### config.mk
export PLATFORM = sky130hd
export DESIGN_NAME = prfr_fifo
export DESIGN_NICKNAME = d
export VERILOG_FILES = /design/src/rtl/core/prfr_fifo.sv
export SDC_FILE = /design/constraint.sdc
export NUM_CORES = 1
export LEC_CHECK = 0
export BUFFER_PORTS_ARGS = -buffer_cell sky130_fd_sc_hd__buf_2
export CORE_AREA = 4 4 41 43
export CTS_CLUSTER_DIAMETER = 200
export CTS_CLUSTER_SIZE = 40
export DETAILED_ROUTE_END_ITERATION = 8
export DIE_AREA = 0 0 45 47
export PLACE_DENSITY = 0.46
export SYNTH_ARGS = -nofsm -noshare
export SYNTH_HDL_FRONTEND = slang
export SYNTH_SLANG_ARGS = --single-unit
export TNS_END_PERCENT = 5
### constraint.sdc
create_clock -name clk_i -period 3.1 [get_ports clk_i]
set_input_delay 0 -clock clk_i [delete_from_list [all_inputs] [get_ports clk_i]]
set_output_delay 0 -clock clk_i [all_outputs]
set_load 0.1 [all_outputs]
### src/rtl/core/prfr_fifo.sv
// ----------------------------------------------------------------------------
// Resampler queue
// Small first-in first-out buffer with full and empty flags.
// ----------------------------------------------------------------------------
module prfr_fifo #(
  parameter type item_t = logic,
  parameter int unsigned DEPTH = 2
) (
  input  logic  clk_i,
  input  logic  rst_ni,
  input  logic  wr_valid_i,
  input  item_t wr_data_i,
  output logic  full_o,
  input  logic  rd_ready_i,
  output item_t rd_data_o,
  output logic  empty_o
);

  localparam int unsigned PW = (DEPTH > 1) ? $clog2(DEPTH) : 1;
  localparam int unsigned CW = $clog2(DEPTH + 1);

  item_t          mem_q [DEPTH];
  logic [PW-1:0]  wr_ptr_q, rd_ptr_q;
  logic [CW-1:0]  count_q;
  logic           do_wr, do_rd;

  assign full_o    = (count_q == CW'(DEPTH));
  assign empty_o   = (count_q == '0);
  assign do_wr     = wr_valid_i && !full_o;
  assign do_rd     = rd_ready_i && !empty_o;
  assign rd_data_o = mem_q[rd_ptr_q];

  always_ff @(posedge clk_i or negedge rst_ni) begin
    if (!rst_ni) begin
      wr_ptr_q <= '0;
      rd_ptr_q <= '0;
      count_q  <= '0;
    end else begin
      if (do_wr) begin
        wr_ptr_q <= (wr_ptr_q == PW'(DEPTH - 1)) ? '0 : wr_ptr_q + 1'b1;
      end
      if (do_rd) begin
        rd_ptr_q <= (rd_ptr_q == PW'(DEPTH - 1)) ? '0 : rd_ptr_q + 1'b1;
      end
      if (do_wr && !do_rd) begin
        count_q <= count_q + 1'b1;
      end else if (do_rd && !do_wr) begin
        count_q <= count_q - 1'b1;
      end
    end
  end

  always_ff @(posedge clk_i) begin
    if (do_wr) begin
      mem_q[wr_ptr_q] <= wr_data_i;
    end
  end

endmodule

# After elaboration in Yosys (flattened, before gate mapping)
# Memories as Yosys holds them, arrays and structs flattened.
# Index checks and enable logic that the tools add are counted.
[totals]
elab_cells = 25
out_inout_bits = 3
ff_bits = 4
memories = 1
ram_bits = 2
[memory_table]
columns = ["name", "words", "word_bits", "rd", "rd_clocked_by_memory_dff", "wr", "line", "rtl"]
rows = [
  ["mem_q", 2, 1, 1, 0, 1, "22", "item_t mem_q [DEPTH];"],
]
[op_classes]
n_mux = 6
reduce_logical = 10
n_eq_ne = 1
n_addsub = 4
[ops]
columns = ["operator", "n"]
rows = [
  ["$logic_and A1 B1 Y1", 4],
  ["$logic_not A1 Y1", 4],
  ["$mux W1", 4],
  ["$mux W2", 2],
  ["$add A1 B1 Y1 const B", 2],
  ["$add A2 B1 Y2 const B", 1],
  ["$eq A2 B2 Y1 const B", 1],
  ["$logic_not A2 Y1", 1],
  ["$reduce_bool A2 Y1", 1],
  ["$sub A2 B1 Y2 const B", 1],
]

# Logic depth before layout (Yosys ltp)
[depth]
ltp_word = 7
depth_mapped = 7
ltp_nobuf = 7

# Worst setup path after synthesis
# No wires, ideal clock.
[synth_timing]
path_kind = "register -> output"
startpoint = "reg count_q[0]"
endpoint = "out empty_o"
t_arrival_ns = 1.673
stages_incl_launch_ff = 2
slack_ns = 1.427
cell_sequence = "dfrtp_1 > nor2_1"
[synth_via]
elab_chain_len = 1
[synth_lines]
columns = ["item", "line", "rtl"]
rows = [
  ["start, declared", "24", "logic [CW-1:0] count_q;"],
  ["start signal, assigned", "46", "count_q <= count_q + 1'b1;"],
  ["start signal, assigned", "48", "count_q <= count_q - 1'b1;"],
  ["$logic_not A2 Y1", "28", "assign empty_o = (count_q == '0);"],
  ["end, declared", "16", "output logic empty_o"],
]
# Every way passes these cells.

# Worst setup path after layout
[layout_timing]
startpoint = "reg count_q[0]"
endpoint = "reg count_q[1]"
[layout_via]
elab_chain_len = 6
word_cells_on_any_way = 15
[layout_lines]
columns = ["item", "line"]
rows = [
  ["$eq A2 B2 Y1 / $logic_not A2 Y1 (equally long branches)", "27, 28"],
  ["$logic_not A1 Y1 (on tied branches)", "29, 30"],
  ["$logic_and A1 B1 Y1 (on tied branches)", "29, 30"],
  ["$logic_not A1 Y1 (on tied branches)", "47, 45"],
  ["$logic_and A1 B1 Y1 (on tied branches)", "47, 45"],
  ["$reduce_bool A2 Y1 (no source line) / $mux W2 (equally long branches)", "--"],
]
# Several ways; a longest one is shown, not always the timed one. The select of a mux whose other input is x is not followed.
# A chain may end at the register's enable or synchronous reset.

==> reports/results.ini <==
[yosys]
avgSynthCellArea_um2 = 12.17
ys_types = 12
yosysTopAreaCellShare_pct = 37.38
yosysSeqAreaShare_pct = 59.81
netlist.top_cell.by_area = dfrtp_1
syn-num-nets = 28
synth_seq_cells = 6
synthCells = 22
synth_area_leaders = dfrtp_1, edfxtp_1, xnor2_1
synth.cell_area_um2 = 267.8
yosysWarnings = 0

[route]
firstDrtPassIters = 2
initialDrtViolationCount = 1
drcViolationCount = 0
drt_wl_total_um = 546
wl_per_cell_um = 11.14
via_per_inst = 4.020
postRouteAntennaNets = 0
num_vias = 197

[setup_path]
startpoint_type = flip-flop
critPathArrivalTime_ns = 1.65
reg2reg_depth = 7
reg2reg_slack_ns = 1.61
cpMaxStageDelayCell = dfrtp_1
worstSetupPathType = reg2reg
reg2reg_to = count_q[1]$_DFFE_PN0P_
end_kind = flip-flop
cpPeakStageDelay_ns = 0.42
cp.required_ns = 3.26
path_buf_inv = 1
crit_top_cell = xor2_1
crit_chain = nand2b_1 > nand2_1 > inv_1 > ha_1 > xor2_1 > nor2_1 > xor2_1
critical_path_peak_fanout = 5
r2r-start = count_q[0]$_DFFE_PN0P_
cpLargestDelayFamily = simple AND/OR/NAND/NOR gates

[hold_path]
min_path_cells = 3
min_to = wr_ptr_q$_DFFE_PN0N_
hold_start = wr_valid_i
hold_path.class = in2reg

[sta]
setup_viol = 0
fmax_ghz = 0.6731
worst_pin_slew_ns = 0.4878
min_period_ns = 1.486
report.final.hold_viol_count = 0
drv_slew = 0
finClkSkew_ns = 0.002859
setup_tns_ns = 0
rsz0062_at_grt = no
post-route-period-util_pct = 47.93
maxSlewHeadroom_pct = 67.70

[die]
die_h_um = 47
dieArea_um2 = 2115
core_um2 = 1301
initial_utilization_pct = 20.58
num_rows = 13
die-width_um = 45
num_io_pins = 8

[clocking]
cts_buffer_depth = 2
root_buffer = clkbuf_4
cts_tree = done
post_cts.repair.setup_buffers = 0
cts_buffers = 3
htree_levels = 1
cts_sinks = 6
clk_latency_ns = 0.24
clk_pin_slew_ns = 0.05

[global_route]
grt.total_usage_pct = 6.518
grt_start_max_net_pins = 6
antenna_found_initial = 0
first_global_vias = 228
grt_pass1_wl_um = 931
grt_overflow = 0

[status]
outcome = finished clean

[layout]
diodes = 0
final_common_cell = buf_2
finalNetCount = 42
syn_to_final_growth_pct = 35.98
layout_common_cells = buf_2, dfrtp_1, nor2_1, xnor2_1, clkbuf_4
n_fill_cell = 140
drive_gt1_share_pct = 32.35
final_cells = 49

[run]
maxCapViolations = 0

[place]
place_inst = 44
dp_hpwl_um = 431.3
io_buffers = 7
gp_congestion = 0.6679

## state kept, by name, summed over array words and instances (netlist names)
name and cells:
mem_q 2, rd_ptr_q 1, wr_ptr_q 1, count_q 2
## layer usage
layer	wire (µm)	global-route usage (%)
met4	11	5.263
met2	279	10.73
met1	204	6.713
met3	50	2.299
met5	0	0
## logic make-up (layout without fill, tap and decap cells)
group / after synthesis / in the layout / synth area share [%]
flip-flops: 6 / 6 / 59.82
AND/OR/NAND/NOR: 6 / 6 / 10.28
XOR/XNOR: 5 / 5 / 16.36
buffers and inverters: 2 / 14 / 2.805
adder cells (fa/ha/maj): 1 / 1 / 4.672
AO/OA/AOI/OAI: 1 / 1 / 1.867
multiplexers: 1 / 1 / 4.205
## synth_stat cells
library cell / number
mux2_2: 1
xor2_1: 2
xnor2_1: 3
nand2_1: 1
dfrtp_1: 4
edfxtp_1: 2
nor2_1: 3
and3_1: 1
o21ai_1: 1
nand2b_1: 1
ha_1: 1
inv_1: 2
## layout make-up
| cell class | instances | area [µm²] | share of cell area (%) |
|---|---|---|---|
| well taps | 15 | 18.77 | 5.155 |
| flip-flops and latches | 6 | 160.2 | 43.99 |
| multi-input cells | 14 | 100.1 | 27.49 |
| inverters | 2 | 7.507 | 2.062 |
| repair buffers | 9 | 55.05 | 15.12 |
| clock buffers | 3 | 22.52 | 6.186 |
## worst register-to-register path: stages, from the launching register on
cell and delay (ns):
dfrtp_1 0.42, nand2b_1 0.19, nand2_1 0.13, inv_1 0.06, ha_1 0.19, xor2_1 0.14
nor2_1 0.12, xor2_1 0.15
## per-stage QoR
step	hold WS, ns	util, %	instance area, µm²	setup WS [ns]
6_report	0.07967	27.98	364.1	1.614
5_1_grt	0.1024	27.98	364.1	1.445
4_1_cts	0.07745	27.98	364.1	1.590
3_5_place_dp	-0.1826	24.71	321.6	1.611
3_3_place_gp	-0.1908	24.71	321.6	1.658
2_1_floorplan	-0.2956	-	267.8	1.427
## what timing repair did
action / CTS / global route
hold buffers: 2 / 0
endpoints found under the hold margin: 6 / 0
gates resized for setup: 0 / 0
## worst max-delay path by stage
| stage | start | to | cells after the start |
|---|---|---|---|
| CTS | count_q[0]$_DFFE_PN0P_ | count_q[1]$_DFFE_PN0P_ | 7 |
| floorplan | count_q[0]$_DFFE_PN0P_ | empty_o | 1 |
| finish | count_q[0]$_DFFE_PN0P_ | count_q[1]$_DFFE_PN0P_ | 7 |
| global placement | count_q[0]$_DFFE_PN0P_ | count_q[1]$_DFFE_PN0P_ | 7 |
| global route | count_q[0]$_DFFE_PN0P_ | count_q[1]$_DFFE_PN0P_ | 7 |
| detailed placement | count_q[0]$_DFFE_PN0P_ | count_q[1]$_DFFE_PN0P_ | 7 |
Power is left out: the tool's default activity adds up to more than one toggle a clock period on the data nets, which glitch-free logic cannot reach.
