**src/rtl/core/prfr_pkg.sv**
```systemverilog
// ----------------------------------------------------------------------------
// Resampler package
// Shared item types, command and sequencer codes of the polyphase resampler.
// ----------------------------------------------------------------------------
package prfr_pkg;

  localparam logic OP_COEF   = 1'b0;
  localparam logic OP_SAMPLE = 1'b1;

  // One sample never produces more than this many outputs.
  localparam int unsigned MAX_RESULTS = 4;

  typedef struct packed {
    logic               op;
    logic [7:0]         coef_index;
    logic signed [15:0] coef_value;
    logic signed [15:0] sample;
    logic [22:0]        time_step;
  } in_t;

  typedef struct packed {
    logic signed [15:0] value;
    logic               last;
  } out_t;

  typedef enum logic [1:0] {
    CMD_COEF,
    CMD_SAMPLE,
    CMD_SKIP
  } cmd_e;

  typedef struct packed {
    cmd_e               kind;
    logic [7:0]         coef_index;
    logic signed [15:0] coef_value;
    logic signed [15:0] sample;
    logic [22:0]        time_step;
  } cmd_t;

  typedef enum logic [2:0] {
    ENG_IDLE,
    ENG_CALC,
    ENG_MUL,
    ENG_SUM,
    ENG_EMIT
  } eng_e;

endpackage

```
**src/rtl/core/prfr_fifo.sv**
```systemverilog
// ----------------------------------------------------------------------------
// Resampler queue
// Small first-in first-out buffer with full and empty flags.
// ----------------------------------------------------------------------------
module prfr_fifo #(
  parameter type item_t = logic,
  parameter int unsigned DEPTH = 2
) (
  input  logic  clk_i,
  input  logic  rst_ni,
  input  logic  wr_valid_i,
  input  item_t wr_data_i,
  output logic  full_o,
  input  logic  rd_ready_i,
  output item_t rd_data_o,
  output logic  empty_o
);

  localparam int unsigned PW = (DEPTH > 1) ? $clog2(DEPTH) : 1;
  localparam int unsigned CW = $clog2(DEPTH + 1);

  item_t          mem_q [DEPTH];
  logic [PW-1:0]  wr_ptr_q, rd_ptr_q;
  logic [CW-1:0]  count_q;
  logic           do_wr, do_rd;

  assign full_o    = (count_q == CW'(DEPTH));
  assign empty_o   = (count_q == '0);
  assign do_wr     = wr_valid_i && !full_o;
  assign do_rd     = rd_ready_i && !empty_o;
  assign rd_data_o = mem_q[rd_ptr_q];

  always_ff @(posedge clk_i or negedge rst_ni) begin
    if (!rst_ni) begin
      wr_ptr_q <= '0;
      rd_ptr_q <= '0;
      count_q  <= '0;
    end else begin
      if (do_wr) begin
        wr_ptr_q <= (wr_ptr_q == PW'(DEPTH - 1)) ? '0 : wr_ptr_q + 1'b1;
      end
      if (do_rd) begin
        rd_ptr_q <= (rd_ptr_q == PW'(DEPTH - 1)) ? '0 : rd_ptr_q + 1'b1;
      end
      if (do_wr && !do_rd) begin
        count_q <= count_q + 1'b1;
      end else if (do_rd && !do_wr) begin
        count_q <= count_q - 1'b1;
      end
    end
  end

  always_ff @(posedge clk_i) begin
    if (do_wr) begin
      mem_q[wr_ptr_q] <= wr_data_i;
    end
  end

endmodule

```
**src/rtl/core/prfr_front.sv**
```systemverilog
// ----------------------------------------------------------------------------
// Resampler front end
// Accepts items, sorts them into commands and queues them for the engine.
// ----------------------------------------------------------------------------
module prfr_front
  import prfr_pkg::*;
#(
  parameter int unsigned PHASES = 16,
  parameter int unsigned TAPS   = 16
) (
  input  logic clk_i,
  input  logic rst_ni,
  input  logic push_i,
  input  in_t  in_data_i,
  output logic full_o,
  input  logic cmd_pop_i,
  output cmd_t cmd_o,
  output logic cmd_empty_o
);

  localparam int unsigned NCOEF    = PHASES * TAPS;
  localparam logic [22:0] MIN_STEP = 23'(PHASES * 16384);

  cmd_t cmd;

  // Steps below a quarter sample are raised so that one sample gives at most
  // four outputs; coefficient writes past the table are dropped.
  always_comb begin
    cmd.coef_index = in_data_i.coef_index;
    cmd.coef_value = in_data_i.coef_value;
    cmd.sample     = in_data_i.sample;
    cmd.time_step  = (in_data_i.time_step < MIN_STEP) ? MIN_STEP : in_data_i.time_step;
    if (in_data_i.op == OP_SAMPLE) begin
      cmd.kind = CMD_SAMPLE;
    end else if (32'(in_data_i.coef_index) < NCOEF) begin
      cmd.kind = CMD_COEF;
    end else begin
      cmd.kind = CMD_SKIP;
    end
  end

  prfr_fifo #(
    .item_t(cmd_t),
    .DEPTH (2)
  ) u_cmd_fifo (
    .clk_i     (clk_i),
    .rst_ni    (rst_ni),
    .wr_valid_i(push_i),
    .wr_data_i (cmd),
    .full_o    (full_o),
    .rd_ready_i(cmd_pop_i),
    .rd_data_o (cmd_o),
    .empty_o   (cmd_empty_o)
  );

endmodule

```
**config.mk**
```make
export PLATFORM = sky130hd
export DESIGN_NAME = prfr_front
export DESIGN_NICKNAME = d
export VERILOG_FILES = /design/src/rtl/core/prfr_pkg.sv /design/src/rtl/core/prfr_fifo.sv /design/src/rtl/core/prfr_front.sv
export SDC_FILE = /design/constraint.sdc
export NUM_CORES = 1
export LEC_CHECK = 0
export ABC_AREA = 0
export BUFFER_PORTS_ARGS = -buffer_cell sky130_fd_sc_hd__buf_2
export CORE_UTILIZATION = 40
export DETAILED_ROUTE_END_ITERATION = 12
export GPL_TIMING_DRIVEN = 0
export PLACE_DENSITY = 0.77
export REMOVE_ABC_BUFFERS = 1
export SLEW_MARGIN = 20
export SYNTH_ARGS = -nofsm -noshare
export SYNTH_HDL_FRONTEND = slang
export SYNTH_HIERARCHICAL = 1
export SYNTH_SLANG_ARGS = --single-unit
```
**constraint.sdc**
```tcl
create_clock -name clk_i -period 3.72 [get_ports clk_i]
set_clock_uncertainty 0.2 [all_clocks]
set_input_delay 0.93 -clock clk_i [delete_from_list [all_inputs] [get_ports clk_i]]
set_output_delay 0.93 -clock clk_i [all_outputs]
set_load 0.005 [all_outputs]
```
=== Yosys cells after proc, flatten, opt, wreduce, memory -nomap -nowiden ===
Memories as Yosys holds them, arrays and structs flattened.
Index checks and enable logic that the tools add are counted.

* Bits in latches: 0
* Memories: 1
* Memory bits (writable): 128
* Register bits: 4
* Bits in read-only memories: 0
* Bits of input ports: 68
* Output and inout bits: 67

* Equality and inequality tests: 1
* Multiply operators: 0
* Order comparisons: 1
* $add $sub $neg: 4
* Multiplexer cells: 8
* Shifts and indexed selects: 0
* Div/mod/pow operators: 0
* Bitwise operators: 0
* Reductions and logical operators: 10

{| class="wikitable"
|+ Memories
! name !! depth !! width !! read ports !! clocked after Yosys merged registers in !! wr ports !! RTL line !! RTL
|-
| u_cmd_fifo.mem_q || 2 || 64 || 1 || 0 || 1 || prfr_fifo.sv:22 || <nowiki>item_t mem_q [DEPTH];</nowiki>
|}

{| class="wikitable"
|+ Operator list
! operator !! count
|-
| $lt 23x19->1 const B || 1
|-
| $mux 23 || 1
|-
| $mux 1 || 5
|-
| $logic_and 1x1->1 || 4
|-
| $logic_not 1->1 || 4
|-
| $mux 2 || 2
|-
| $add 1x1->1 const B || 2
|-
| $add 2x1->2 const B || 1
|-
| $eq 2x2->1 const B || 1
|-
| $logic_not 2->1 || 1
|-
| $reduce_bool 2->1 || 1
|-
| $sub 2x1->2 const B || 1
|}

=== Longest topological paths before layout ===
* Word-level depth: 7
* Mapped depth: 7
* Depth with buffers taken out: 7

=== By module ===
The synthesis kept the hierarchy.

{| class="wikitable"
|+ By module, submodules not included
! module !! instances !! seq. area each (µm²) !! area an instance (µm²) !! cells an instance
|-
| prfr_fifo || 1 || 4003.8 || 5048.6 || 221
|-
| prfr_front || 1 || 0.0 || 210.2 || 28
|}

=== Least setup slack after synthesis ===
OpenSTA, ideal clock, no wires.

* Path kind: input to register
* From: input port push_i
* To: memory u_cmd_fifo/mem_q[0][0] (netlist name) (enable)
* Cell stages on the path: 2
* Setup slack: -704 ps
* Buffers on the path: 0
* Arrival: 3736 ps
* Library setup time: 488 ps
* Cell sequence: nand2_1 nor2_1

* Cells in the longest elaborated chain, start to end: 3

{| class="wikitable"
|+ RTL lines
! element !! RTL line !! RTL
|-
| start: declaration || prfr_front.sv:13 || <nowiki>input logic push_i,</nowiki>
|-
| $logic_and 1x1->1 || prfr_fifo.sv:29 || <nowiki>assign do_wr = wr_valid_i && !full_o;</nowiki>
|-
| $mux 1 || prfr_fifo.sv:54 || <nowiki>if (do_wr) begin</nowiki>
|-
| $mux 1 (not written as such) || prfr_fifo.sv:55 || <nowiki>mem_q[wr_ptr_q] <= wr_data_i;</nowiki>
|-
| end: declaration || prfr_fifo.sv:22 ||
|}

Every way passes these cells.

==> reports/metrics.yaml <==
coreArea_um2: 12700
gp_congestion: 0.702
synthCells: 249
drc_errors: 0
rsz0062_at_grt: "no"
min_period_ns: 3.16
yosys-top-cells-area: "edfxtp_1 74%, mux2_4 11%, mux2_2 5.4%"
required_ns: 2.59
viasPerCell: 4.61
initial_utilization_pct: 41.3
layout-drive-gt1-share_pct: 57.7
rows: 41
p_sw_w: 0.00135
cts_sinks: 134
wl_mm: 9.01
ys_types: 23
hold_buffers: 0
regArea_um2: 4010
grt_pass1_wl_mm: 13.4
cp.arrival_ns: 2.03
setup_viol: 0
p_int_w: 0.00392
track_usage_pct: 13.9
dieArea_um2: 13600
maxSlewHeadroom_pct: 32.6
async_flop_share_pct: 2.99
final_core_util_pct: 52.9
io_pins: 135
p_leak_nw: 2.66
nets: 463
ys_seq_elements: 134
irDropWorstVdd_mv: 0.446
tightest_slew_ns: 1.00
port_buffers: 134
fin_ws_ns: 0.559
n_antenna_cell: 0
maxSlewViolCount: 0
cellPowerDensity_nw_per_um2: 784
startpoint_type: "flop"
dr.pass1.iters: 4
cts_resized: 0
yosysMostFrequentCell: "edfxtp_1"
dp_slack_ns: 0.935
fmax_mhz: 316
wire_per_inst_um: 15.6
antenna_found_initial: 0
die_w_um: 117
clockPowerShare_pct: 30.5
avgSynthCellArea_um2: 21.1
postRouteAntennaNets: 0
synth_top_area_cell: "edfxtp_1"
hpwl_mm: 5.89
synthTopCellsByCount: "130 x edfxtp_1, 40 x mux2_4, 25 x mux2_2"
dr_total_vias: 2672
insertion_delay_ns: 0.40
crit_type: "reg -> out"
cts_tree: "yes"
multi_input_area_um2: 1160
p_comb_share_pct: 26.9
clk_pin_slew_worst_paths_ns: 0.06
synth_flop_cell: "edfxtp_1"
period_share_pct: 85.0
syn2layout_area_growth_pct: 28.0
ys_warn_count: 6
synth_top_area_share_pct: 74.2
crit_fanout: 35
ys_seq_area_share_pct: 76.1
status: "finished, final reports clean"
drt_iter0_drc: 79
p_seq_share_pct: 42.7
grt_max_degree: 36
cts_buffer_depth: 2
drv_cap: 0
synth-edff-count: 130
finalHoldViolations: 0
synth_area_um2: 5260
swShare_pct: 25.7
h-tree-depth: 4
min_path_type: "in -> async"
cts_root_buffer: "clkbuf_16"
cts_inserted_buffers: 17
grt_pass1_vias: 2782
cts_setup_buffers: 0
die_h_um: 117
grt_overflow: 0
crit_path_end_kind: "primary output"
fill_cells: 1089
-- power by group through the flow --
stage | Sequential (W) | Combinational, W | Clock [W]
after floorplan | 0.00232 | 0.000853 | 0
after global placement | 0.00240 | 0.00135 | 0
after detailed placement | 0.00229 | 0.00145 | 0
after CTS | 0.00226 | 0.00146 | 0.00166
after global routing | 0.00229 | 0.00155 | 0.00171
final | 0.00225 | 0.00142 | 0.00161
-- kinds of logic (layout without fill, tap and decap cells) --
group           Yosys count  after routing  share of synthesized area, %
flops                   134            134                          76.1
mux                      65             65                          16.8
compound gates           19             19                          2.74
buf+inv                  16            173                          2.16
simple gates              8              8                          1.05
xor+xnor                  5              5                         0.833
fa+ha+maj                 1              1                         0.238
other cells               1              2                        0.0713
-- final timing paths --
kind                       slack, ns                       to             startpoint  cells past startpoint
max                             0.56                cmd_o[38]    u_cmd_fifo/rd_ptr_q                      3
min                             0.12    u_cmd_fifo/count_q[1]                 rst_ni                      1
max reg2reg                     1.54  u_cmd_fifo/mem_q[0][49]  u_cmd_fifo/count_q[0]                      4
min reg2reg                     0.32    u_cmd_fifo/count_q[1]  u_cmd_fifo/count_q[1]                      1
max in group asynchronous       3.06      u_cmd_fifo/rd_ptr_q                 rst_ni                      1
min in group clk_i              0.32    u_cmd_fifo/count_q[1]  u_cmd_fifo/count_q[1]                      1
-- routing by layer --
metal / GRT usage [%] / vias to the layer above / share of wire (%)
met5: 0 / - / 0
met4: 7.85 / 0 / 2.2
met3: 4.26 / 13 / 5.3
met2: 23.4 / 84 / 51
met1: 15.7 / 1313 / 42
li1: - / 1262 / -
-- sequential cells by signal, summed over array words and instances (netlist names) --
| name | count |
|---|---|
| u_cmd_fifo/count_q | 2 |
| u_cmd_fifo/rd_ptr_q | 1 |
| u_cmd_fifo/wr_ptr_q | 1 |
| u_cmd_fifo/mem_q | 130 |
-- layout make-up --
type	instances	share of cell area (%)
flip-flops and latches	134	59.6
multi-input cells	100	17.2
repair buffers	138	11.4
clock buffers	20	6.49
well taps	172	3.20
clock inverters	12	2.01
inverters	3	0.167
-- stage by stage --
stage / instance area [µm²] / std cells / hold slack, ns / TNS, ns / power, W
after floorplan: 5160 / 237 / 0.261 / -45.78 / 0.00317
after global placement: 6050 / 543 / 0.280 / -241.40 / 0.00375
final: 6730 / 579 / 0.123 / 0 / 0.00527
after global routing: 6730 / 579 / 0.110 / 0 / 0.00555
after detailed placement: 6160 / 547 / 0.304 / 0 / 0.00374
after CTS: 6730 / 579 / 0.104 / 0 / 0.00537
-- critical path: stages (launching register included) --
cell     delay (ns)
dfrtp_4        0.80
buf_16         0.31
mux2_2         0.37
buf_2          0.14
-- cell usage in the layout, fill, tap and decap left out, types with 2 or more instances in the layout --
cell type,netlist,layout
a21boi_0,8,8
a21boi_1,9,9
buf_12,0,2
buf_16,0,2
buf_2,2,134
bufinv_16,0,3
clkbuf_1,4,3
clkbuf_16,0,17
clkinv_1,0,3
clkinv_2,0,5
conb_1,1,2
dfrtp_1,4,3
edfxtp_1,130,130
inv_1,3,3
mux2_2,25,25
mux2_4,40,40
nor2_1,3,2
xnor2_1,3,3
xor2_1,2,2
No activity file was read; power rests on OpenSTA's default activity.
